==> config.mk <==
export PLATFORM = sky130hd
export DESIGN_NAME = mfsd_queue
export DESIGN_NICKNAME = d
export VERILOG_FILES = /design/src/design/mfsd_pkg.sv /design/src/design/mfsd_queue.sv
export VERILOG_INCLUDE_DIRS = /design/src /design/src/design
export SDC_FILE = /design/constraint.sdc
export NUM_CORES = 1
export LEC_CHECK = 0
export ABC_AREA = 1
export BUFFER_PORTS_ARGS = -buffer_cell sky130_fd_sc_hd__buf_4
export CORE_MARGIN = 1.5
export CORE_UTILIZATION = 35
export DETAILED_ROUTE_END_ITERATION = 7
export PLACE_DENSITY = 0.54
export SLEW_MARGIN = 20
export SYNTH_ARGS = -nofsm -noshare
export SYNTH_HDL_FRONTEND = slang
export SYNTH_SLANG_ARGS = --single-unit
==> constraint.sdc <==
create_clock -name clk -period 2.7 [get_ports clk]
set_input_delay 0.405 -clock clk [delete_from_list [all_inputs] [get_ports clk]]
set_output_delay 0.405 -clock clk [all_outputs]
set_load 0.02 [all_outputs]
==> src/design/assert_macros.svh <==
// Assertion macros shared by the deframer RTL.
// Depends on nothing; files that assert include it inside a module body.
`ifndef ASSERT_MACROS_SVH
`define ASSERT_MACROS_SVH
// Whenever the antecedent holds, the consequent must hold in the same cycle.
`define ASSERT_IMPL(lbl, ante, cons) \
  lbl: assert property (@(posedge clk) disable iff (!rst_n) (ante) |-> (cons)) \
    else $error("implication check failed");
// The condition must never hold.
`define ASSERT_NEVER(lbl, cond) \
  lbl: assert property (@(posedge clk) disable iff (!rst_n) !(cond)) \
    else $error("forbidden condition seen");
`endif

==> src/design/mfsd_pkg.sv <==
// Package for the marker-framed sample deframer: constants, command word type,
// and the FIR coefficient function. Depends on nothing.
`default_nettype none
package mfsd_pkg;
  localparam int TAPS            = 79;
  localparam int FILTER_CHANNELS = 4;
  localparam int COEF_FRAC_BITS  = 20;

  localparam int NUM_COEF  = 79;
  localparam int HALF_COEF = 40;
  localparam int TAP_W     = $clog2(TAPS + 1);
  localparam int FCH_W     = (FILTER_CHANNELS > 1) ? $clog2(FILTER_CHANNELS) : 1;
  localparam int HIST_DEPTH = FILTER_CHANNELS * TAPS;
  localparam int HIST_AW   = (HIST_DEPTH > 1) ? $clog2(HIST_DEPTH) : 1;
  localparam int COEF_W    = 28;
  localparam int PROD_W    = COEF_W + 25;
  localparam int UP_SH     = (COEF_FRAC_BITS >= 20) ? COEF_FRAC_BITS - 20 : 0;
  localparam int DN_SH     = (COEF_FRAC_BITS < 20) ? 20 - COEF_FRAC_BITS : 0;
  localparam logic [COEF_W-1:0] DN_RND = (DN_SH > 0) ? (COEF_W'(1) << (DN_SH - 1)) : '0;
  localparam logic signed [63:0] ACC_RND = 64'sd1 <<< (COEF_FRAC_BITS - 1);
  localparam logic [23:0] SAT24 = 24'hFFFFFF;

  localparam logic [7:0] MARK_BYTE = 8'h80;
  localparam logic [7:0] END_BYTE  = 8'h00;

  localparam logic RK_SAMPLE = 1'b0;
  localparam logic RK_ERR    = 1'b1;

  localparam logic [1:0] CFG_FILTER_EN = 2'd0;
  localparam logic [1:0] CFG_DECIM     = 2'd1;
  localparam logic [1:0] CFG_CHANNELS  = 2'd2;

  // One command word from the parser to the filter engine.
  typedef struct packed {
    logic        is_err;
    logic        has_sample;
    logic [1:0]  chan;
    logic [23:0] value;
    logic        filt;
    logic        dec_hit;
    logic        emit;
  } op_t;

  localparam logic signed [17:0] Q20_HALF [0:HALF_COEF-1] = '{
    18'sd1075, 18'sd456, 18'sd485, 18'sd456, 18'sd351, 18'sd153, -18'sd151, -18'sd570,
    -18'sd1107, -18'sd1757, -18'sd2505, -18'sd3328, -18'sd4190, -18'sd5047, -18'sd5842,
    -18'sd6512, -18'sd6988, -18'sd7197, -18'sd7064, -18'sd6519, -18'sd5500, -18'sd3954,
    -18'sd1843, 18'sd851, 18'sd4130, 18'sd7967, 18'sd12317, 18'sd17111, 18'sd22254,
    18'sd27636, 18'sd33127, 18'sd38587, 18'sd43868, 18'sd48821, 18'sd53301, 18'sd57175,
    18'sd60320, 18'sd62641, 18'sd64064, 18'sd64544
  };

  function automatic logic signed [COEF_W-1:0] coef_at(input logic [TAP_W-1:0] i);
    logic signed [COEF_W-1:0] q;
    logic [COEF_W-1:0] mag;
    int j;
    if (int'(i) >= NUM_COEF) return '0;
    j = (int'(i) < HALF_COEF) ? int'(i) : NUM_COEF - 1 - int'(i);
    q = COEF_W'(Q20_HALF[j]);
    if (COEF_FRAC_BITS >= 20) return q <<< UP_SH;
    mag = q[COEF_W-1] ? COEF_W'(-q) : COEF_W'(q);
    mag = (mag + DN_RND) >> DN_SH;
    return q[COEF_W-1] ? -$signed(mag) : $signed(mag);
  endfunction
endpackage
`default_nettype wire

==> src/design/mfsd_queue.sv <==
// Four-entry command queue between parser and filter engine.
// Depends on mfsd_pkg for the command word type.
`default_nettype none
module mfsd_queue (
  input  wire logic      clk,
  input  wire logic      rst_n,
  input  wire logic      push,
  input  mfsd_pkg::op_t  din,
  input  wire logic      pop,
  output mfsd_pkg::op_t  dout,
  output logic           full,
  output logic           empty
);
  import mfsd_pkg::*;

  op_t        mem_r [0:3];
  logic [1:0] wp_r, rp_r;
  logic [2:0] cnt_r, cnt_nxt;

  assign full  = (cnt_r == 3'd4);
  assign empty = (cnt_r == 3'd0);
  assign dout  = mem_r[rp_r];

  always_comb begin
    cnt_nxt = cnt_r + 3'(push && !full) - 3'(pop && !empty);
  end

  always_ff @(posedge clk) begin
    if (push && !full) mem_r[wp_r] <= din;
    if (!rst_n) begin
      wp_r <= '0; rp_r <= '0; cnt_r <= '0;
    end else begin
      if (push && !full) wp_r <= wp_r + 2'd1;
      if (pop && !empty) rp_r <= rp_r + 2'd1;
      cnt_r <= cnt_nxt;
    end
  end

  `include "assert_macros.svh"
  `ASSERT_NEVER(a_q_count_range, cnt_r > 3'd4)
  `ASSERT_IMPL(a_q_ptr_gap, empty || full, wp_r == rp_r)
  `ASSERT_IMPL(a_q_ptr_sep, !empty && !full, wp_r != rp_r)
endmodule
`default_nettype wire

==> flow_summary.json <==
{
  "p_per_area_mw_per_mm2": 1023,
  "cts_resized": 0,
  "leakagePower_nw": 2.326,
  "vdd_ir_drop_max_mv": 0.5882,
  "arrival_ps": 2000,
  "path_clk_slew_ps": 60,
  "reg2reg_slack_ps": 570,
  "nNetsFinal": 487,
  "gp_congestion": 0.7448,
  "ctsLongestPathBuffers": 2,
  "num_antenna_cells": 0,
  "ant_nets": 0,
  "rsz0062_at_grt": "no",
  "dr.pass1.iters": 4,
  "core.rowCount": 44,
  "final.setup.tns_ps": 0,
  "finalCoreUtilization": 0.4434,
  "period_minus_slack_ps": 2407,
  "critPathRequiredTime_ps": 2300,
  "yosysSeqAreaShare": 0.7621,
  "grt_max_degree": 63,
  "dp_hpwl_mm": 6.286,
  "slew_viol_final": 0,
  "core_area_mm2": 0.01442,
  "cts_buffers": 17,
  "met2_usage": 0.2258,
  "hold_buffers": 0,
  "grt_pass1_vias": 3053,
  "fp.dieW_um": 124.0,
  "outcome": "finished, final reports clean",
  "synth_area_mm2": 0.005122,
  "cp-start-kind": "flip-flop",
  "worst_slack_ps": 293.1,
  "ys_types": 17,
  "area_growth_pct": 24.87,
  "initial_core_util": 0.3551,
  "htreeDepth": 4,
  "drt_iter0_drc": 204,
  "clock_sinks": 133,
  "use_met3": 0.05037,
  "worstSetupEndpointType": "output port",
  "grt_pass1_wl_mm": 16.19,
  "worst_clock_skew_ps": 3.447,
  "timing.fmax_ghz": 0.4155,
  "holdCritPathClass": "in -> reg",
  "cts_root_buf": "clkbuf_16",
  "routedWlPerCell_um": 16.25,
  "cts_tree": "yes",
  "cts_setup_buffers": 0,
  "max-slew-margin-rel": 0.5975,
  "grt_antenna_before_repair": 0,
  "insertion_delay_ps": 410,
  "final_common_cell": "edfxtp_1",
  "busiest_layer": "met2",
  "grt_overflow": 0,
  "die_h_um": 124.0,
  "drc_errors": 0,
  "final_hold_viol_count": 0,
  "synthCells": 368,
  "setup-violations-final": 0,
  "grt_usage": 0.1483,
  "routed_wl_mm": 10.42,
  "placement.io_buffers": 67,
  "worstSetupPathType": "reg -> out",
  "vias": 3111,
  "crit_fanout": 30,
  "io_pins": 68,
  "syn_nets": 410,
  "period_share": 0.8914,
  "final_cell_mix": "124 x edfxtp_1, 76 x buf_4, 70 x nor2_1",
  "tightest_slew_ps": 602.8,
  "dieArea_mm2": 0.01537,
  "synth-seq-cells": 133,
  "drive_above_1_share": 0.2473,
  "ys_warn_count": 0,
  "vias_per_cell": 4.853,
  "synth_area_per_cell_um2": 13.92,
  "use_met1": 0.1922,
  "dp_slack_ps": 566.9,
  "drv_cap": 0
}
registers in the layout, indices dropped and copies added (netlist names), named ones only:
| name | count |
|---|---|
| wp_r | 2 |
| cnt_r | 3 |
| rp_r | 2 |
| mem_r | 124 |
report_power, final:
part	total (mW)	switching (mW)	internal [mW]
registers	2.60	0.0887	2.52
clock network	2.28	0.839	1.44
logic	1.66	1.07	0.590
total	6.54	1.99	4.55
critical path, cell delays in order, from the launching register on:
cell     delay [ps]
dfxtp_2         560
buf_4           380
o21ai_0         150
o22ai_1         280
buf_4           200
cell usage after synthesis:
library cell / n / share of area
dfxtp_1: 9 / 0.035
inv_1: 17 / 0.012
buf_2: 6 / 0.0059
nand2_1: 14 / 0.010
o21ai_1: 34 / 0.033
nor2_1: 74 / 0.054
edfxtp_1: 124 / 0.73
buf_4: 3 / 0.0044
o21ai_0: 28 / 0.027
ha_1: 6 / 0.015
buf_6: 10 / 0.022
a21oi_1: 5 / 0.0049
o22ai_1: 31 / 0.038
inv_2: 1 / 0.00073
nand3_1: 4 / 0.0039
inv_8: 1 / 0.0022
fa_1: 1 / 0.0039
kinds of logic after synthesis:
family / Yosys count / synth area share
flops: 133 / 0.7621
simple gates: 92 / 0.06839
compound gates: 98 / 0.1033
fa+ha+maj: 7 / 0.01856
buf+inv: 38 / 0.04763
area by class of cell:
type	instances	area (um2)
fill	1347	8028
sequential	133	3905
multi-input combinational	197	1005
timing repair buffer	77	590.6
clock buffer	18	429.2
tap	184	230.2
clock inverter	13	157.7
inverter	19	78.83
per-layer routing:
| layer | share of wire | vias to the layer above |
|---|---|---|
| li1 | - | 1505 |
| met2 | 0.47 | 67 |
| met1 | 0.46 | 1521 |
| met5 | 0 | - |
| met4 | 0.017 | 0 |
| met3 | 0.050 | 18 |
stage by stage:
step           hold slack (ps)  cells  power, mW  area, um2
3_5_place_dp             482.9    610      4.334       5809
6_report                 188.8    641      6.542       6396
4_1_cts                  169.4    641      6.612       6396
3_3_place_gp             468.1    610      4.306       5809
5_1_grt                  173.1    641      6.866       6396
2_1_floorplan            448.1    368      3.711       5122
path summary, 6_finish.rpt:
check | from | end | cells after the start
max | flip-flop | dout[28] | 4
min reg2reg | rp_r[0] | rp_r[0] | 2
max reg2reg | cnt_r[1] | cnt_r[2] | 9
min | din[1] | mem_r[2][1] | 1
Power figures use the tool's default switching activity.
