## config.mk

```make
export PLATFORM = sky130hd
export DESIGN_NAME = mfsd_front
export DESIGN_NICKNAME = d
export VERILOG_FILES = /design/src/design/assert_macros.svh /design/src/design/mfsd_pkg.sv /design/src/design/mfsd_front.sv
export SDC_FILE = /design/constraint.sdc
export NUM_CORES = 1
export LEC_CHECK = 0
export ABC_CLOCK_PERIOD_IN_PS = 6900
export BUFFER_PORTS_ARGS = -buffer_cell sky130_fd_sc_hd__buf_2
export CAP_MARGIN = 10
export CORE_UTILIZATION = 50
export CTS_CLUSTER_SIZE = 25
export DETAILED_ROUTE_END_ITERATION = 6
export PLACE_DENSITY = 0.76
export SLEW_MARGIN = 15
export SYNTH_ARGS = -nofsm -noshare
export SYNTH_HDL_FRONTEND = slang
export SYNTH_SLANG_ARGS = --single-unit
```

## constraint.sdc

```tcl
create_clock -name clk -period 6.9 [get_ports clk]
set_input_delay 0.345 -clock clk [delete_from_list [all_inputs] [get_ports clk]]
set_output_delay 0.345 -clock clk [all_outputs]
set_load 0.02 [all_outputs]
```

## src/design/assert_macros.svh

```systemverilog
// Assertion macros shared by the deframer RTL.
// Depends on nothing; files that assert include it inside a module body.
`ifndef ASSERT_MACROS_SVH
`define ASSERT_MACROS_SVH
// Whenever the antecedent holds, the consequent must hold in the same cycle.
`define ASSERT_IMPL(lbl, ante, cons) \
  lbl: assert property (@(posedge clk) disable iff (!rst_n) (ante) |-> (cons)) \
    else $error("implication check failed");
// The condition must never hold.
`define ASSERT_NEVER(lbl, cond) \
  lbl: assert property (@(posedge clk) disable iff (!rst_n) !(cond)) \
    else $error("forbidden condition seen");
`endif

```

## src/design/mfsd_pkg.sv

```systemverilog
// Package for the marker-framed sample deframer: constants, command word type,
// and the FIR coefficient function. Depends on nothing.
`default_nettype none
package mfsd_pkg;
  localparam int TAPS            = 79;
  localparam int FILTER_CHANNELS = 4;
  localparam int COEF_FRAC_BITS  = 20;

  localparam int NUM_COEF  = 79;
  localparam int HALF_COEF = 40;
  localparam int TAP_W     = $clog2(TAPS + 1);
  localparam int FCH_W     = (FILTER_CHANNELS > 1) ? $clog2(FILTER_CHANNELS) : 1;
  localparam int HIST_DEPTH = FILTER_CHANNELS * TAPS;
  localparam int HIST_AW   = (HIST_DEPTH > 1) ? $clog2(HIST_DEPTH) : 1;
  localparam int COEF_W    = 28;
  localparam int PROD_W    = COEF_W + 25;
  localparam int UP_SH     = (COEF_FRAC_BITS >= 20) ? COEF_FRAC_BITS - 20 : 0;
  localparam int DN_SH     = (COEF_FRAC_BITS < 20) ? 20 - COEF_FRAC_BITS : 0;
  localparam logic [COEF_W-1:0] DN_RND = (DN_SH > 0) ? (COEF_W'(1) << (DN_SH - 1)) : '0;
  localparam logic signed [63:0] ACC_RND = 64'sd1 <<< (COEF_FRAC_BITS - 1);
  localparam logic [23:0] SAT24 = 24'hFFFFFF;

  localparam logic [7:0] MARK_BYTE = 8'h80;
  localparam logic [7:0] END_BYTE  = 8'h00;

  localparam logic RK_SAMPLE = 1'b0;
  localparam logic RK_ERR    = 1'b1;

  localparam logic [1:0] CFG_FILTER_EN = 2'd0;
  localparam logic [1:0] CFG_DECIM     = 2'd1;
  localparam logic [1:0] CFG_CHANNELS  = 2'd2;

  // One command word from the parser to the filter engine.
  typedef struct packed {
    logic        is_err;
    logic        has_sample;
    logic [1:0]  chan;
    logic [23:0] value;
    logic        filt;
    logic        dec_hit;
    logic        emit;
  } op_t;

  localparam logic signed [17:0] Q20_HALF [0:HALF_COEF-1] = '{
    18'sd1075, 18'sd456, 18'sd485, 18'sd456, 18'sd351, 18'sd153, -18'sd151, -18'sd570,
    -18'sd1107, -18'sd1757, -18'sd2505, -18'sd3328, -18'sd4190, -18'sd5047, -18'sd5842,
    -18'sd6512, -18'sd6988, -18'sd7197, -18'sd7064, -18'sd6519, -18'sd5500, -18'sd3954,
    -18'sd1843, 18'sd851, 18'sd4130, 18'sd7967, 18'sd12317, 18'sd17111, 18'sd22254,
    18'sd27636, 18'sd33127, 18'sd38587, 18'sd43868, 18'sd48821, 18'sd53301, 18'sd57175,
    18'sd60320, 18'sd62641, 18'sd64064, 18'sd64544
  };

  function automatic logic signed [COEF_W-1:0] coef_at(input logic [TAP_W-1:0] i);
    logic signed [COEF_W-1:0] q;
    logic [COEF_W-1:0] mag;
    int j;
    if (int'(i) >= NUM_COEF) return '0;
    j = (int'(i) < HALF_COEF) ? int'(i) : NUM_COEF - 1 - int'(i);
    q = COEF_W'(Q20_HALF[j]);
    if (COEF_FRAC_BITS >= 20) return q <<< UP_SH;
    mag = q[COEF_W-1] ? COEF_W'(-q) : COEF_W'(q);
    mag = (mag + DN_RND) >> DN_SH;
    return q[COEF_W-1] ? -$signed(mag) : $signed(mag);
  endfunction
endpackage
`default_nettype wire

```

## src/design/mfsd_front.sv

```systemverilog
// Byte parser: marker search, sequence check, sample assembly, decimation.
// Depends on mfsd_pkg; emits command words into the queue.
`default_nettype none
module mfsd_front (
  input  wire logic             clk,
  input  wire logic             rst_n,
  input  wire logic             in_valid,
  output logic                  in_ready,
  input  wire logic [7:0]       in_rx_byte,
  input  wire logic             filter_enable,
  input  wire logic [9:0]       decim_ratio,
  input  wire logic [3:0]       channel_count,
  input  wire logic             q_full,
  output logic                  q_push,
  output mfsd_pkg::op_t         q_op
);
  import mfsd_pkg::*;

  logic [1:0] sync_r, sync_nxt;
  logic       in_pkt_r, in_pkt_nxt;
  logic [4:0] idx_r, idx_nxt;
  logic [7:0] lo_r, lo_nxt, mid_r, mid_nxt;
  logic [7:0] exp_r, exp_nxt;
  logic       first_r, first_nxt;
  logic [9:0] phase_r, phase_nxt;

  logic [3:0] cc;
  logic [9:0] ratio;
  logic       dec_hit;
  logic [4:0] cnt, end_idx, kk, ph;
  logic [9:0] k_prod;
  logic [7:0] want;

  assign in_ready = !q_full;

  always_comb begin
    sync_nxt = sync_r; in_pkt_nxt = in_pkt_r; idx_nxt = idx_r;
    lo_nxt = lo_r; mid_nxt = mid_r; exp_nxt = exp_r; first_nxt = first_r;
    phase_nxt = phase_r;
    q_op = '0;
    cc = (channel_count < 4'd2) ? 4'd2 : ((channel_count > 4'd8) ? 4'd8 : channel_count);
    ratio = (decim_ratio == 10'd0) ? 10'd1 : decim_ratio;
    dec_hit = (phase_r == 10'd0);
    cnt = idx_r - 5'd2;
    // Divide by three via multiply by 11/32, exact for these small values.
    k_prod = 10'(cnt) * 10'd11;
    kk = k_prod[9:5];
    ph = cnt - 5'(kk * 5'd3);
    end_idx = 5'(cc) * 5'd3 - 5'd2;
    want = (sync_r == 2'd3) ? END_BYTE : MARK_BYTE;
    if (in_valid && in_ready) begin
      if (!in_pkt_r) begin
        if (in_rx_byte == want) begin
          if (sync_r == 2'd3) begin
            in_pkt_nxt = 1'b1; sync_nxt = 2'd0; idx_nxt = 5'd0;
          end else begin
            sync_nxt = sync_r + 2'd1;
          end
        end else if (in_rx_byte != MARK_BYTE) begin
          sync_nxt = 2'd0;
        end
      end else begin
        if (idx_r == 5'd1) begin
          q_op.is_err = !first_r && (exp_r != in_rx_byte);
          exp_nxt = in_rx_byte + 8'd1;
          first_nxt = 1'b0;
        end else if (idx_r >= 5'd2) begin
          if (ph == 5'd0) begin
            lo_nxt = in_rx_byte;
          end else if (ph == 5'd1) begin
            mid_nxt = in_rx_byte;
          end else if (kk < 5'd4) begin
            q_op.has_sample = 1'b1;
            q_op.chan = kk[1:0];
            q_op.value = {in_rx_byte, mid_r, lo_r};
            q_op.filt = filter_enable && (int'(kk) < FILTER_CHANNELS);
          end
        end
        q_op.dec_hit = dec_hit;
        if (idx_r == end_idx) begin
          q_op.emit = dec_hit;
          phase_nxt = (11'(phase_r) + 11'd1 >= 11'(ratio)) ? 10'd0 : phase_r + 10'd1;
          in_pkt_nxt = 1'b0;
          idx_nxt = 5'd0;
        end else begin
          idx_nxt = idx_r + 5'd1;
        end
      end
    end
    q_push = q_op.is_err || q_op.has_sample || q_op.emit;
  end

  always_ff @(posedge clk) begin
    if (!rst_n) begin
      sync_r <= '0; in_pkt_r <= 1'b0; idx_r <= '0; lo_r <= '0; mid_r <= '0;
      exp_r <= '0; first_r <= 1'b1; phase_r <= '0;
    end else begin
      sync_r <= sync_nxt; in_pkt_r <= in_pkt_nxt; idx_r <= idx_nxt;
      lo_r <= lo_nxt; mid_r <= mid_nxt; exp_r <= exp_nxt; first_r <= first_nxt;
      phase_r <= phase_nxt;
    end
  end
endmodule
`default_nettype wire

```

==> metrics.yaml <==
floorplan:
  rows: 30
  coreArea_um2: 6870
  dieArea_um2: 7500
  initial_utilization_pct: 52.1
  boundaryPins: 60
  fp.dieH_um: 86.6
  die_w_um: 86.6
clock_network:
  htree_num_levels: 2
  insertion_delay_ns: 0.30
  cts_tree: "yes"
  cts_root_buf: "clkbuf_8"
  numCtsBuffers: 5
  postCtsSetupBuffers: 0
  cts_buffer_depth: 2
  clk_pin_slew_ns: 0.08
  clock_sinks: 43
logic_synthesis:
  synth_compound_area_share_pct: 13.7
  yosysTopAreaCellShare_pct: 24.1
  synth-edff-count: 0
  ys_ff_latch: 43
  ys_seq_area_share_pct: 24.1
  synth_top_family_by_area: "simple AND/OR/NAND/NOR gates"
  ys_warn_count: 0
  synth_top_cell_by_area: "dfxtp_1"
  syn_nets: 497
  synthAdderAreaFrac_pct: 17.2
  synthCells: 424
  synthMuxAreaShare_pct: 4.76
  synth_xor_area_share_pct: 11.0
  netlist_top_cells_count: "51 x nand2_1, 43 x dfxtp_1, 42 x ha_1"
  synthArstFlopShare_pct: 0
  ys_types: 59
  synthFlopType: "dfxtp_1"
  yosys.area_share.simple_pct: 23.0
  postSynthAreaPerCell_um2: 8.44
  synth_most_common_cell: "nand2_1"
  syn_area_um2: 3580
  synth_area_leaders: "dfxtp_1 24%, ha_1 15%, xor2_1 5.9%"
finish:
  syn_to_final_growth_pct: 12.8
  nFillCells: 633
  seq_area_um2: 861
  final_layout_size_suffix_gt1_share_pct: 17.0
  multi_input_area_um2: 2510
  nets: 543
  utilization_pct: 58.7
  instances_no_fill: 567
  finalInstanceArea_um2: 4030
  diodes: 0
place:
  hpwl_um: 5580
  port_buffers: 59
  placed_cell_area_um2: 3920
  gp_congestion: 0.798
  dp.cells: 559
global_route:
  antenna_found_initial: 0
  grt_start_max_net_pins: 40
  grt_pass1_wl_um: 11900
  first_global_vias: 2735
  gr-total-overflow: 0
  grt.total_usage_pct: 19.8
drt:
  routedWlPerCell_um: 12.4
  num_vias: 2995
  dr.first_iter.drc_count: 90
  drt_pass1_iterations: 4
  drc_errors: 0
  via_per_inst: 5.28
  postRouteAntennaNets: 0
  routed_wl_um: 7050
power:
  leakagePower_uw: 0.00199
  power_uw: 468
  pwr_density_cell_nw_per_um2: 116
  ir_drop_uv: 102
setup_path:
  worst-path-buf-inv: 5
  critPathTopFamily: "adder cells"
  cp_max_fo: 25
  max_stage_delay_ns: 0.54
  start_kind: "flop"
  cp_common_cell: "ha_1"
  endpoint_kind: "primary output"
  path_cells: "inv_1 -> ha_1 -> xor2_2 -> ha_1 -> ha_1 -> xnor2_1 -> ha_1 -> a2111o_1 -> a41o_1 -> nand2_1 -> xnor2_1 -> inv_1 -> fa_1 -> inv_1 -> ha_1 -> nand2b_1 -> a21oi_1 -> xor2_1 -> nand3_1 -> a31oi_2 -> buf_6 -> and2_1 -> buf_2"
  slowest_stage: "fa_1"
  required_ns: 6.55
  critPathKind: "reg2out"
  cp.arrival_ns: 6.07
timing:
  worstMarginPinSlew_ns: 0.960
  rsz0062_at_grt: "false"
  fin_skew_ns: 0.00431
  period_minus_slack_ns: 6.41
  fmax_mhz: 156
  drv_slew: 0
  fin_crit_sh_pct: 92.9
  slew_headroom_pct: 35.9
  setup_viol: 0
  hold_violations: 0
  tns_ns: 0
hold_path:
  hp-class: "in2reg"
run:
  cap_violations: 0
run_status:
  status: "completed"
-- worst paths after layout --
path / startpoint / to / slack [ns] / cells after the start
setup reg to reg: idx_r[2] / mid_r[1] / 1.06 / 21
hold reg to reg: lo_r[6] / lo_r[6] / 0.46 / 2
hold / removal: in_rx_byte[6] / mid_r[6] / 0.38 / 3
setup / recovery: idx_r[2] / q_op[11] / 0.49 / 23
-- cells by family after synthesis --
kind of cell	count (synthesis)
AND/OR/NAND/NOR	157
AO/OA/AOI/OAI	60
buffers and inverters	56
flip-flops	43
multiplexers	17
XOR/XNOR	44
adder cells (fa/ha/maj)	47
-- metrics by stage --
| step | hold slack, ns | setup slack (ns) |
|---|---|---|
| 4_1_cts | 0.372 | 0.186 |
| 6_report | 0.376 | 0.489 |
| 2_1_floorplan | 0.430 | 1.03 |
| 3_5_place_dp | 0.445 | 0.532 |
| 5_1_grt | 0.397 | 0.0482 |
| 3_3_place_gp | 0.440 | 0.790 |
-- power breakdown --
part	total, µW	switching [µW]	internal [µW]
Combinational	45.6	26.5	19.1
Clock	174	83.0	91.4
Sequential	248	0.00437	248
Total	468	109	358
-- per-layer routing --
layer / GRT usage, % / wire length (µm) / vias up
met5: 0 / 0 / -
met4: 6.36 / 91 / 0
met3: 2.86 / 163 / 9
met2: 35.3 / 3590 / 41
met1: 24.5 / 3210 / 1393
li1: - / - / 1552
-- flip-flops by register name, summed over array words and instances (netlist names) --
| register | count |
|---|---|
| idx_r | 5 |
| lo_r | 8 |
| first_r | 1 |
| mid_r | 8 |
| exp_r | 8 |
| in_pkt_r | 1 |
| phase_r | 10 |
| sync_r | 2 |
-- layout make-up --
class / count / share of cell area (%)
clock buffer: 8 / 2.48
multi-input combinational: 325 / 62.3
inverter: 34 / 3.16
tap: 96 / 2.98
timing repair buffer: 61 / 7.79
sequential: 43 / 21.3
-- layout by cell type (no fill, tap or decap), drive strengths merged, types with 4 or more instances in the layout --
master  synthesis  layout
buf             3      61
nand2          51      51
dfxtp          43      43
ha             42      42
inv            34      34
and2           32      32
xor2           24      24
xnor2          20      20
nor2           17      17
mux2i          17      17
nand3          15      15
o21ai          13      13
clkbuf         19       8
nor3            8       8
o211a           7       7
and3            7       7
a21oi           7       7
nor2b           6       6
a32o            6       6
nor4            5       5
nand2b          4       4
a41o            4       4
fa              4       4
-- what timing repair did --
action	CTS	global route
hold buffers	0	0
setup endpoints to repair	0	25
resized for setup	0	3
-- worst reg2reg max path, cell delays in order (launching register included) --
cell	delay, ns
dfxtp_1	0.46
inv_1	0.16
ha_1	0.26
xor2_2	0.27
ha_1	0.30
ha_1	0.32
xnor2_1	0.15
ha_1	0.37
a2111o_1	0.38
a41o_1	0.26
nand2_1	0.11
xnor2_1	0.19
inv_1	0.11
fa_1	0.54
inv_1	0.04
ha_1	0.34
nand2b_1	0.08
a21oi_1	0.23
xor2_1	0.25
o21ai_2	0.14
a211oi_4	0.57
mux2i_1	0.25
No activity file was read; power rests on OpenSTA's default activity.
